### config.mk
export PLATFORM = sky130hd
export DESIGN_NAME = best_match_box_iou_flat
export DESIGN_NICKNAME = d
export VERILOG_FILES = /design/src/rtl/bmb_pkg.sv /design/src/rtl/bmb_if.sv /design/src/rtl/best_match_box_iou.sv /design/src/rtl/bmb_ram.sv /design/src/rtl/bmb_div.sv /design/src/flat_wrapper.sv
export SDC_FILE = /design/constraint.sdc
export NUM_CORES = 2
export LEC_CHECK = 0
export BUFFER_PORTS_ARGS = -buffer_cell sky130_fd_sc_hd__buf_2
export CAP_MARGIN = 15
export CORE_ASPECT_RATIO = 1.2
export CORE_UTILIZATION = 50
export DETAILED_ROUTE_END_ITERATION = 16
export GPL_ROUTABILITY_DRIVEN = 0
export MAX_ROUTING_LAYER = met4
export PLACE_DENSITY = 0.65
export SYNTH_ARGS = -nofsm -noshare
export SYNTH_HDL_FRONTEND = slang
export SYNTH_SLANG_ARGS = --single-unit
### constraint.sdc
create_clock -name clk -period 9.84 [get_ports clk]
set_clock_uncertainty 0.05 [all_clocks]
set_input_delay 0.984 -clock clk [delete_from_list [all_inputs] [get_ports clk]]
set_output_delay 0.984 -clock clk [all_outputs]
set_load 0.005 [all_outputs]
### src/rtl/bmb_pkg.sv
`default_nettype none

package bmb_pkg;

  // Beat field widths
  localparam int REQ_BITS   = 2;
  localparam int FIELD_BITS = 12;
  localparam int IOU_BITS   = 17;
  localparam int FRAC_BITS  = 16;

  // Parameter defaults
  localparam int MAX_BOXES_DEF  = 32;
  localparam int COORD_BITS_DEF = 12;

  // Request codes; the fourth code is unused and ignored
  typedef enum logic [REQ_BITS-1:0] {
    REQ_CLEAR = 2'd0,
    REQ_LOAD  = 2'd1,
    REQ_QUERY = 2'd2
  } req_kind_t;

endpackage

`default_nettype wire

### src/rtl/bmb_if.sv
`default_nettype none

interface bmb_req_if;
  logic                             valid;
  logic                             ready;
  logic [bmb_pkg::REQ_BITS-1:0]     req_type;
  logic [bmb_pkg::FIELD_BITS-1:0]   box_x;
  logic [bmb_pkg::FIELD_BITS-1:0]   box_y;
  logic [bmb_pkg::FIELD_BITS-1:0]   box_width;
  logic [bmb_pkg::FIELD_BITS-1:0]   box_height;

  modport source (output valid, req_type, box_x, box_y, box_width, box_height,
                  input ready);
  modport sink (input valid, req_type, box_x, box_y, box_width, box_height,
                output ready);
endinterface

interface bmb_rsp_if;
  logic                           valid;
  logic                           ready;
  logic [bmb_pkg::IOU_BITS-1:0]   best_iou;
  logic                           table_empty;
  logic                           table_overflowed;

  modport source (output valid, best_iou, table_empty, table_overflowed,
                  input ready);
  modport sink (input valid, best_iou, table_empty, table_overflowed,
                output ready);
endinterface

`default_nettype wire

### src/rtl/best_match_box_iou.sv
// A query runs START, then EXT, AREA, UNI, MULA, MULB per stored box, FIN, DSTART and
//   DIV, and returns one result beat; clear and load return no beat.
// Throughput: a request can be taken in the cycle the result rises; a waiting result
//   holds the divide step. Each box costs five steps. Clear, load: 1/cycle in IDLE.
// Reset: rst (synchronous, active high) empties the table and clears the overflow
//   flag; box storage is not erased and needs no clearing pass.
`default_nettype none

module best_match_box_iou #(
  parameter int MAX_BOXES  = bmb_pkg::MAX_BOXES_DEF,
  parameter int COORD_BITS = bmb_pkg::COORD_BITS_DEF
) (
  input  wire logic   clk,
  input  wire logic   rst,
  bmb_req_if.sink     req,
  bmb_rsp_if.source   rsp
);

  localparam int CB = COORD_BITS;          // coordinate
  localparam int EB = COORD_BITS + 1;      // right / bottom edge, no wrap
  localparam int AB = 2 * COORD_BITS;      // area
  localparam int UW = 2 * COORD_BITS + 1;  // union
  localparam int PW = AB + UW;             // cross product
  localparam int CW = $clog2(MAX_BOXES + 1);
  localparam int AW = (MAX_BOXES > 1) ? $clog2(MAX_BOXES) : 1;
  localparam int QB = bmb_pkg::IOU_BITS;

  typedef enum logic [9:0] {
    S_IDLE   = 10'b00_0000_0001,
    S_START  = 10'b00_0000_0010,
    S_EXT    = 10'b00_0000_0100,
    S_AREA   = 10'b00_0000_1000,
    S_UNI    = 10'b00_0001_0000,
    S_MULA   = 10'b00_0010_0000,
    S_MULB   = 10'b00_0100_0000,
    S_FIN    = 10'b00_1000_0000,
    S_DSTART = 10'b01_0000_0000,
    S_DIV    = 10'b10_0000_0000
  } state_t;

  state_t state, state_next;

  // Table bookkeeping
  logic [CW-1:0] box_count;
  logic          overflow_flag;
  logic          table_full;

  // Query rectangle
  logic [CB-1:0] qx, qy, qw, qh;
  logic [AB-1:0] qa;

  // Per-box working registers
  logic [CW-1:0]   idx;
  logic [4*CB-1:0] rd_data;
  logic [CB-1:0]   bx, by, bw, bh;
  logic [CB-1:0]   ix, iy, bw_r, bh_r;
  logic [AB-1:0]   inter, ba;
  logic [UW-1:0]   uni;
  logic [PW-1:0]   pa, pb;
  logic            cmp_pend;

  // Running best as a ratio best_inter / best_uni
  logic [AB-1:0] best_inter;
  logic [UW-1:0] best_uni;

  // Output register
  logic          rsp_valid;
  logic [QB-1:0] rsp_iou;
  logic          rsp_empty;
  logic          rsp_ovf;

  logic          req_fire;
  logic          is_load;
  logic          is_clear;
  logic          is_query;
  logic          last_box;
  logic          div_done;
  logic [QB-1:0] div_quot;
  logic          out_free;

  assign req.ready = (state == S_IDLE);
  assign req_fire  = req.valid && req.ready;
  assign is_clear  = (req.req_type == bmb_pkg::REQ_CLEAR);
  assign is_load   = (req.req_type == bmb_pkg::REQ_LOAD);
  assign is_query  = (req.req_type == bmb_pkg::REQ_QUERY);
  assign table_full = (box_count == CW'(MAX_BOXES));
  assign last_box   = ((idx + CW'(1)) == box_count);
  assign out_free   = !rsp_valid || rsp.ready;

  // ---------------------------------------------------------------------------
  // Box store: loads write at the fill count, the sequencer prefetches one box
  // ahead so the registered read is ready when the next box starts.
  // ---------------------------------------------------------------------------
  logic          ram_rd_en;
  logic [AW-1:0] ram_rd_addr;

  assign ram_rd_en   = (state == S_START) || (state == S_EXT);
  assign ram_rd_addr = (state == S_START) ? '0 : AW'(idx + CW'(1));

  bmb_ram #(
    .WIDTH (4 * CB),
    .DEPTH (MAX_BOXES)
  ) u_store (
    .clk     (clk),
    .wr_en   (req_fire && is_load && !table_full),
    .wr_addr (box_count[AW-1:0]),
    .wr_data ({CB'(req.box_x), CB'(req.box_y), CB'(req.box_width),
               CB'(req.box_height)}),
    .rd_en   (ram_rd_en),
    .rd_addr (ram_rd_addr),
    .rd_data (rd_data)
  );

  assign {bx, by, bw, bh} = rd_data;

  // Clear and load are settled in the accept cycle
  always_ff @(posedge clk) begin
    if (rst) begin
      box_count     <= '0;
      overflow_flag <= 1'b0;
    end else if (req_fire) begin
      if (is_clear) begin
        box_count     <= '0;
        overflow_flag <= 1'b0;
      end else if (is_load) begin
        if (table_full) begin
          overflow_flag <= 1'b1;
        end else begin
          box_count <= box_count + CW'(1);
        end
      end
    end
  end

  // ---------------------------------------------------------------------------
  // Sequencer
  // ---------------------------------------------------------------------------
  always_comb begin
    state_next = state;
    unique case (state)
      S_IDLE:   if (req_fire && is_query) state_next = S_START;
      S_START:  state_next = (box_count == '0) ? S_DSTART : S_EXT;
      S_EXT:    state_next = S_AREA;
      S_AREA:   state_next = S_UNI;
      S_UNI:    state_next = S_MULA;
      S_MULA:   state_next = S_MULB;
      S_MULB:   state_next = last_box ? S_FIN : S_EXT;
      S_FIN:    state_next = S_DSTART;
      S_DSTART: state_next = S_DIV;
      S_DIV:    if (div_done && out_free) state_next = S_IDLE;
      default:  state_next = S_IDLE;
    endcase
  end

  always_ff @(posedge clk) begin
    if (rst) begin
      state    <= S_IDLE;
      cmp_pend <= 1'b0;
    end else begin
      state    <= state_next;
      cmp_pend <= (state == S_MULB);
    end
  end

  // ---------------------------------------------------------------------------
  // Intersection extents, taken straight off the read data
  // ---------------------------------------------------------------------------
  logic [CB-1:0] left, top;
  logic [EB-1:0] right, bottom;
  logic [EB-1:0] q_right, q_bottom, b_right, b_bottom;

  always_comb begin
    q_right  = {1'b0, qx} + {1'b0, qw};
    q_bottom = {1'b0, qy} + {1'b0, qh};
    b_right  = {1'b0, bx} + {1'b0, bw};
    b_bottom = {1'b0, by} + {1'b0, bh};
    left     = (qx > bx) ? qx : bx;
    top      = (qy > by) ? qy : by;
    right    = (q_right < b_right) ? q_right : b_right;
    bottom   = (q_bottom < b_bottom) ? q_bottom : b_bottom;
  end

  // ---------------------------------------------------------------------------
  // Area multiplier: query area once in START, box area per box in AREA.
  // The intersection area has its own narrow multiplier in the same step.
  // ---------------------------------------------------------------------------
  logic [CB-1:0] am_a, am_b;
  logic [AB-1:0] am_p;

  assign am_a = (state == S_START) ? qw : bw_r;
  assign am_b = (state == S_START) ? qh : bh_r;
  assign am_p = am_a * am_b;

  // ---------------------------------------------------------------------------
  // Shared cross-product multiplier: candidate * best union in MULA,
  // best * candidate union in MULB.
  // ---------------------------------------------------------------------------
  logic [AB-1:0] xm_a;
  logic [UW-1:0] xm_b;
  logic [PW-1:0] xm_p;

  assign xm_a = (state == S_MULA) ? inter    : best_inter;
  assign xm_b = (state == S_MULA) ? best_uni : uni;
  assign xm_p = PW'(xm_a) * PW'(xm_b);

  always_ff @(posedge clk) begin
    if (req_fire && is_query) begin
      // Take coordinates modulo the coordinate range
      qx         <= CB'(req.box_x);
      qy         <= CB'(req.box_y);
      qw         <= CB'(req.box_width);
      qh         <= CB'(req.box_height);
      best_inter <= '0;
      best_uni   <= UW'(1);
    end else if (cmp_pend && (pa > pb)) begin
      // Candidate ratio beats the best: inter/uni > best_inter/best_uni
      best_inter <= inter;
      best_uni   <= uni;
    end

    unique case (state)
      S_START: begin
        qa  <= am_p;
        idx <= '0;
      end
      S_EXT: begin
        ix   <= ((right > {1'b0, left}) && (bottom > {1'b0, top})) ?
                CB'(right - {1'b0, left}) : '0;
        iy   <= ((right > {1'b0, left}) && (bottom > {1'b0, top})) ?
                CB'(bottom - {1'b0, top}) : '0;
        bw_r <= bw;
        bh_r <= bh;
      end
      S_AREA: begin
        inter <= AB'(ix) * AB'(iy);
        ba    <= am_p;
      end
      S_UNI: begin
        uni <= UW'(qa) + UW'(ba) - UW'(inter);
      end
      S_MULA: begin
        pa <= xm_p;
      end
      S_MULB: begin
        pb  <= xm_p;
        idx <= idx + CW'(1);
      end
      default: begin
      end
    endcase
  end

  // ---------------------------------------------------------------------------
  // Final ratio: one division of the winning pair
  // ---------------------------------------------------------------------------
  bmb_div #(
    .UW (UW)
  ) u_div (
    .clk   (clk),
    .rst   (rst),
    .start (state == S_DSTART),
    .num   (UW'(best_inter)),
    .den   (best_uni),
    .done  (div_done),
    .quot  (div_quot)
  );

  // Output register: hold the beat until taken
  always_ff @(posedge clk) begin
    if (rst) begin
      rsp_valid <= 1'b0;
    end else if ((state == S_DIV) && div_done && out_free) begin
      rsp_valid <= 1'b1;
    end else if (rsp.ready) begin
      rsp_valid <= 1'b0;
    end
  end

  always_ff @(posedge clk) begin
    if ((state == S_DIV) && div_done && out_free) begin
      rsp_iou   <= div_quot;
      rsp_empty <= (box_count == '0);
      rsp_ovf   <= overflow_flag;
    end
  end

  assign rsp.valid            = rsp_valid;
  assign rsp.best_iou         = rsp_iou;
  assign rsp.table_empty      = rsp_empty;
  assign rsp.table_overflowed = rsp_ovf;

  // ---------------------------------------------------------------------------
  // Assertions
  // ---------------------------------------------------------------------------
  a_count_bound: assert property (@(posedge clk) disable iff (rst)
    box_count <= CW'(MAX_BOXES))
    else $error("box count beyond table depth");

  a_best_le_one: assert property (@(posedge clk) disable iff (rst)
    (state != S_IDLE) |-> ({1'b0, best_inter} <= {1'b0, best_uni}))
    else $error("best ratio above one");

  a_empty_zero: assert property (@(posedge clk) disable iff (rst)
    (rsp_valid && rsp_empty) |-> (rsp_iou == '0))
    else $error("empty table reported a nonzero match");

  a_beat_from_div: assert property (@(posedge clk) disable iff (rst)
    $rose(rsp_valid) |-> $past(state == S_DIV) && $past(div_done))
    else $error("result beat without a finished division");

endmodule

`default_nettype wire

### src/rtl/bmb_ram.sv
`default_nettype none

module bmb_ram #(
  parameter  int WIDTH = 48,
  parameter  int DEPTH = 32,
  localparam int AW    = (DEPTH > 1) ? $clog2(DEPTH) : 1
) (
  input  wire logic                    clk,
  input  wire logic                    wr_en,
  input  wire logic [AW-1:0]           wr_addr,
  input  wire logic [WIDTH-1:0]        wr_data,
  input  wire logic                    rd_en,
  input  wire logic [AW-1:0]           rd_addr,
  output      logic [WIDTH-1:0]        rd_data
);

  logic [WIDTH-1:0] mem [DEPTH];

  always_ff @(posedge clk) begin
    if (wr_en) begin
      mem[wr_addr] <= wr_data;
    end
    if (rd_en) begin
      rd_data <= mem[rd_addr];
    end
  end

endmodule

`default_nettype wire

### src/rtl/bmb_div.sv
`default_nettype none

// Restoring divider for num <= den: quot = floor(num * 2^FRAC_BITS / den),
// one quotient bit per cycle, most significant first.
module bmb_div #(
  parameter int UW = 25
) (
  input  wire logic                           clk,
  input  wire logic                           rst,
  input  wire logic                           start,
  input  wire logic [UW-1:0]                  num,
  input  wire logic [UW-1:0]                  den,
  output      logic                           done,
  output      logic [bmb_pkg::IOU_BITS-1:0]   quot
);

  localparam int QB = bmb_pkg::IOU_BITS;
  localparam int SW = $clog2(QB + 1);

  logic [UW:0]   rem;
  logic [UW:0]   trial;
  logic          ge;
  logic [SW-1:0] step;
  logic          run;

  // First bit compares the numerator as is; later bits shift in a zero
  always_comb begin
    trial = (step == '0) ? rem : {rem[UW-1:0], 1'b0};
    ge    = (trial >= {1'b0, den});
  end

  always_ff @(posedge clk) begin
    if (rst) begin
      run  <= 1'b0;
      done <= 1'b0;
      step <= '0;
    end else if (start) begin
      run  <= 1'b1;
      done <= 1'b0;
      step <= '0;
    end else if (run) begin
      step <= step + SW'(1);
      if (step == SW'(QB - 1)) begin
        run  <= 1'b0;
        done <= 1'b1;
      end
    end
  end

  always_ff @(posedge clk) begin
    if (start) begin
      rem <= {1'b0, num};
    end else if (run) begin
      rem  <= ge ? (trial - {1'b0, den}) : trial;
      quot <= {quot[QB-2:0], ge};
    end
  end

endmodule

`default_nettype wire
### src/flat_wrapper.sv
// flat-port wrapper written by rule: the top's interface ports become plain ports
module best_match_box_iou_flat 
#(
  parameter int MAX_BOXES  = bmb_pkg::MAX_BOXES_DEF,
  parameter int COORD_BITS = bmb_pkg::COORD_BITS_DEF
)
  (clk, rst, req_valid, req_req_type, req_box_x, req_box_y, req_box_width, req_box_height, req_ready, rsp_valid, rsp_best_iou, rsp_table_empty, rsp_table_overflowed, rsp_ready);
  bmb_req_if req_i ();
  bmb_rsp_if rsp_i ();
  input  wire logic clk;
  input  wire logic rst;
  input wire logic [$bits(req_i.valid)-1:0] req_valid;
  input wire logic [$bits(req_i.req_type)-1:0] req_req_type;
  input wire logic [$bits(req_i.box_x)-1:0] req_box_x;
  input wire logic [$bits(req_i.box_y)-1:0] req_box_y;
  input wire logic [$bits(req_i.box_width)-1:0] req_box_width;
  input wire logic [$bits(req_i.box_height)-1:0] req_box_height;
  output wire logic [$bits(req_i.ready)-1:0] req_ready;
  output wire logic [$bits(rsp_i.valid)-1:0] rsp_valid;
  output wire logic [$bits(rsp_i.best_iou)-1:0] rsp_best_iou;
  output wire logic [$bits(rsp_i.table_empty)-1:0] rsp_table_empty;
  output wire logic [$bits(rsp_i.table_overflowed)-1:0] rsp_table_overflowed;
  input wire logic [$bits(rsp_i.ready)-1:0] rsp_ready;
  assign req_i.valid = req_valid;
  assign req_i.req_type = req_req_type;
  assign req_i.box_x = req_box_x;
  assign req_i.box_y = req_box_y;
  assign req_i.box_width = req_box_width;
  assign req_i.box_height = req_box_height;
  assign req_ready = req_i.ready;
  assign rsp_valid = rsp_i.valid;
  assign rsp_best_iou = rsp_i.best_iou;
  assign rsp_table_empty = rsp_i.table_empty;
  assign rsp_table_overflowed = rsp_i.table_overflowed;
  assign rsp_i.ready = rsp_ready;
  best_match_box_iou #(.MAX_BOXES(MAX_BOXES), .COORD_BITS(COORD_BITS)) u_core (.clk(clk), .rst(rst), .req(req_i), .rsp(rsp_i));
endmodule
==> summary.md <==
| Metric | Value |
|---|---|
| Run status | finished clean |
| Clock slew at reported path FFs | 0.06 ns |
| Leak | 0.0485 uW |
| Largest net degree at the start of global routing | 151 |
| Post-synth EDFFs | 1941 |
| HP Start | req_req_type[1] |
| Total clock buffers created by CTS | 204 |
| DRT iter0 DRCs | 7581 |
| WL/cell | 25.6 um |
| Rel. slew slack | 22.9% |
| Largest family of logic cells by synthesized area | adder cells |
| CP arrival | 9.92 ns |
| Post-synth top area share | 50.7% |
| Die span in y | 527 um |
| Post-CTS Hold Buffers | 0 |
| CTS tree | yes |
| Die area | 232000 um^2 |
| Hold WS | 0.377 ns |
| DRC | 0 |
| Yosys cell types | 86 |
| Synth Area in Compound Gates | 8.81% |
| Post-synthesis mux area share | 1.49% |
| Max Fclk | 0.106 GHz |
| Core area | 228000 um^2 |
| DR pass1 iterations | 7 |
| Layout cells sized above 1 | 7.17% |
| Top Ports | 75 |
| Post-synthesis net count | 11300 |
| Grt ovf | 0 |
| Vias in the first global route | 80200 |
| Reg-to-Reg Start | u_core.state[7]$_SDFFE_PP0P_ |
| Ys async rst share | 0% |
| Max Cap Viol | 0 |
| Area growth syn-to-layout | 8.83% |
| Setup violators final | 0 |
| Die W | 440 um |
| Initial antenna violation count | 16 |
| Vias | 79000 |
| Reg2reg setup slack | 0.44 ns |
| First-pass GRT wire length | 500000 um |
| Post-synthesis xor/xnor area fraction | 1.46% |
| Register area share after synthesis | 52.0% |
| Nets | 11200 |
| Crit Path Category | reg -> reg |
| Post-synthesis adder-cell area fraction | 18.5% |
| RSZ-0062 raised after global routing | no |
| Period utilization | 95.5% |
| Max-slew violations | 0 |
| Cell Pwr Density | 143 nW/um^2 |
| Max IR drop VDD | 0.138 mV |
| Clk_lat worst skew | 0.91 ns |
| Startpoint Class | flop |
| Synth Area in Simple Gates | 12.4% |
| Most common cell in the netlist | edfxtp_1 |
| WL final | 336000 um |
| Total Routing Usage GR | 29.7% |
| FF+latch count, synth | 2018 |
| Htree depth | 4 |
| Worst Setup End Kind | flop |
| Root buf cell | clkbuf_16 |
| Synth area leaders | edfxtp_1 51%, fa_1 13%, ha_1 5.7% |
| RR Endpoint | u_core.pa[48]$_DFFE_PP_ |
| Hold Crit Endpoint | u_core.overflow_flag$_SDFFE_PP0P_ |
| DR vias/cell | 6.04 |
| Initial Utilization | 50.4% |
| Worst EP required | 10.37 ns |
| FF-to-FF path depth | 30 |
| Area leader, netlist | edfxtp_1 |
| Top_reg_cell synth | edfxtp_1 |
| CP max stage delay | 0.58 ns |
| Final min period | 9.40 ns |
| Final HPWL DP | 209000 um |
| Final Hold Violating Endpoints | 0 |
| Hold WC Path Type | in -> reg |
| Clock tree buffer depth | 4 |
| Clk sinks | 2018 |
| Slew at the pin with the worst max-slew slack | 1.16 ns |
| Final setup TNS | 0 ns |
| Warnings from Yosys | 0 |
| Syn Area/Cell | 11.5 um^2 |
| CP max FO | 24 |
| Slowest CP cell | fa_1 |
| Antenna Violating Nets Remaining | 0 |
| Fillers | 19100 |
| Cells after Synth | 9994 |
| Number of port buffers | 74 |
| Hold path cells | 4 |
| # rows | 192 |
| Power after layout | 17800 uW |
| Cell mode on critical path | fa_1 |
| Synth cell count leaders | 1941 x edfxtp_1, 1506 x nand2_1, 1030 x inv_1, 735 x fa_1, 628 x nor2_1 |
| Area of the mapped netlist | 115000 um^2 |
[logic make-up after synthesis]
group / Yosys count
xor gates and xnor gates: 191
and+or+nand+nor: 3209
buffers and inverters: 1570
AOI/OAI and AO/OA: 1581
muxes: 165
DFF: 2018
adders and majority gates: 1260
[metrics by stage]
step | cells | worst slack, ns | instance area (um^2) | utilization [%]
after floorplan | 9994 | 1.08 | 115000 | -
after global placement | 12700 | 0.339 | 119000 | 52.1
after detailed placement | 12700 | 0.169 | 119000 | 52.1
after CTS | 13100 | 0.0811 | 125000 | 54.8
after global routing | 13100 | 0.0408 | 125000 | 54.8
final | 13100 | 0.442 | 125000 | 54.8
[sequential cells by signal, summed over array words and instances (netlist names), 24 cells and up]
register                flops
u_core.u_store.mem       1536
u_core.qa                  24
u_core.u_div.rem           26
u_core.pb                  49
u_core.uni                 25
u_core.ba                  24
u_core.pa                  49
u_core.inter               24
u_core.best_uni            25
u_core.best_inter          24
u_core.u_store.rd_data     48
[critical path, delay by kind of cell, from the launching register on]
family	cells	cell delay, ns
AO/OA/AOI/OAI	6	1.95
adder cells (fa/ha/maj)	8	3.81
buffers and inverters	7	1.16
flip-flops	1	0.37
multiplexers	1	0.21
AND/OR/NAND/NOR	8	1.48
[cell type report]
cell class	instances	area [um^2]	area share, %
Sequential cell	2018	59800	47.8
Timing Repair Buffer	255	1930	1.55
Tap cell	3007	3760	3.01
Inverter	1034	3910	3.13
Clock inverter	104	818	0.654
Antenna cell	15	37.5	0.0300
Multi-Input combinational cell	6406	49400	39.5
Clock buffer	257	5390	4.31
[placed cells by master (no fill, tap or decap), types with 207 or more instances in the layout]
cell type	synthesis	routed
edfxtp_1	1941	1941
ha_1	525	525
clkbuf_16	0	207
a21oi_1	353	352
inv_1	1030	1025
fa_1	735	735
o21ai_0	474	472
nor2_1	628	590
nand2_1	1506	1504
nand3_1	337	335
or3_1	210	209
[report_power, final]
part           internal, uW  switching, uW
sequential             9450           19.1
combinational           336            623
clock                  4130           3280
total                 13900           3920
[worst max path at each step]
stage,start,endpoint,slack [ns],cells after the start
5_1_grt,u_core.state[7]$_SDFFE_PP0P_,u_core.pb[48]$_DFFE_PP_,0.04,30
4_1_cts,u_core.state[7]$_SDFFE_PP0P_,u_core.pa[48]$_DFFE_PP_,0.08,30
2_1_floorplan,u_core.state[4]$_SDFFE_PP0P_,u_core.pa[48]$_DFFE_PP_,1.08,30
3_3_place_gp,u_core.state[7]$_SDFFE_PP0P_,u_core.pa[48]$_DFFE_PP_,0.34,30
3_5_place_dp,u_core.state[7]$_SDFFE_PP0P_,u_core.pa[48]$_DFFE_PP_,0.17,30
6_report,u_core.state[7]$_SDFFE_PP0P_,u_core.pa[48]$_DFFE_PP_,0.44,30
[repair_timing]
action	4_1_cts	5_1_grt
endpoints found under the setup margin	0	9
setup buffers	0	0
gates resized for setup	0	12
[per-layer routing]
metal | vias to the layer above | share of wire [%] | wire length, um | track usage [%]
li1 | 34600 | - | - | -
met1 | 39600 | 36 | 123000 | 35.1
met2 | 3817 | 49 | 164000 | 49.1
met3 | 1013 | 8.2 | 27500 | 4.41
met4 | 0 | 6.4 | 21400 | 16.1
met5 | - | 0 | 0 | -
Power figures use the tool's default switching activity.
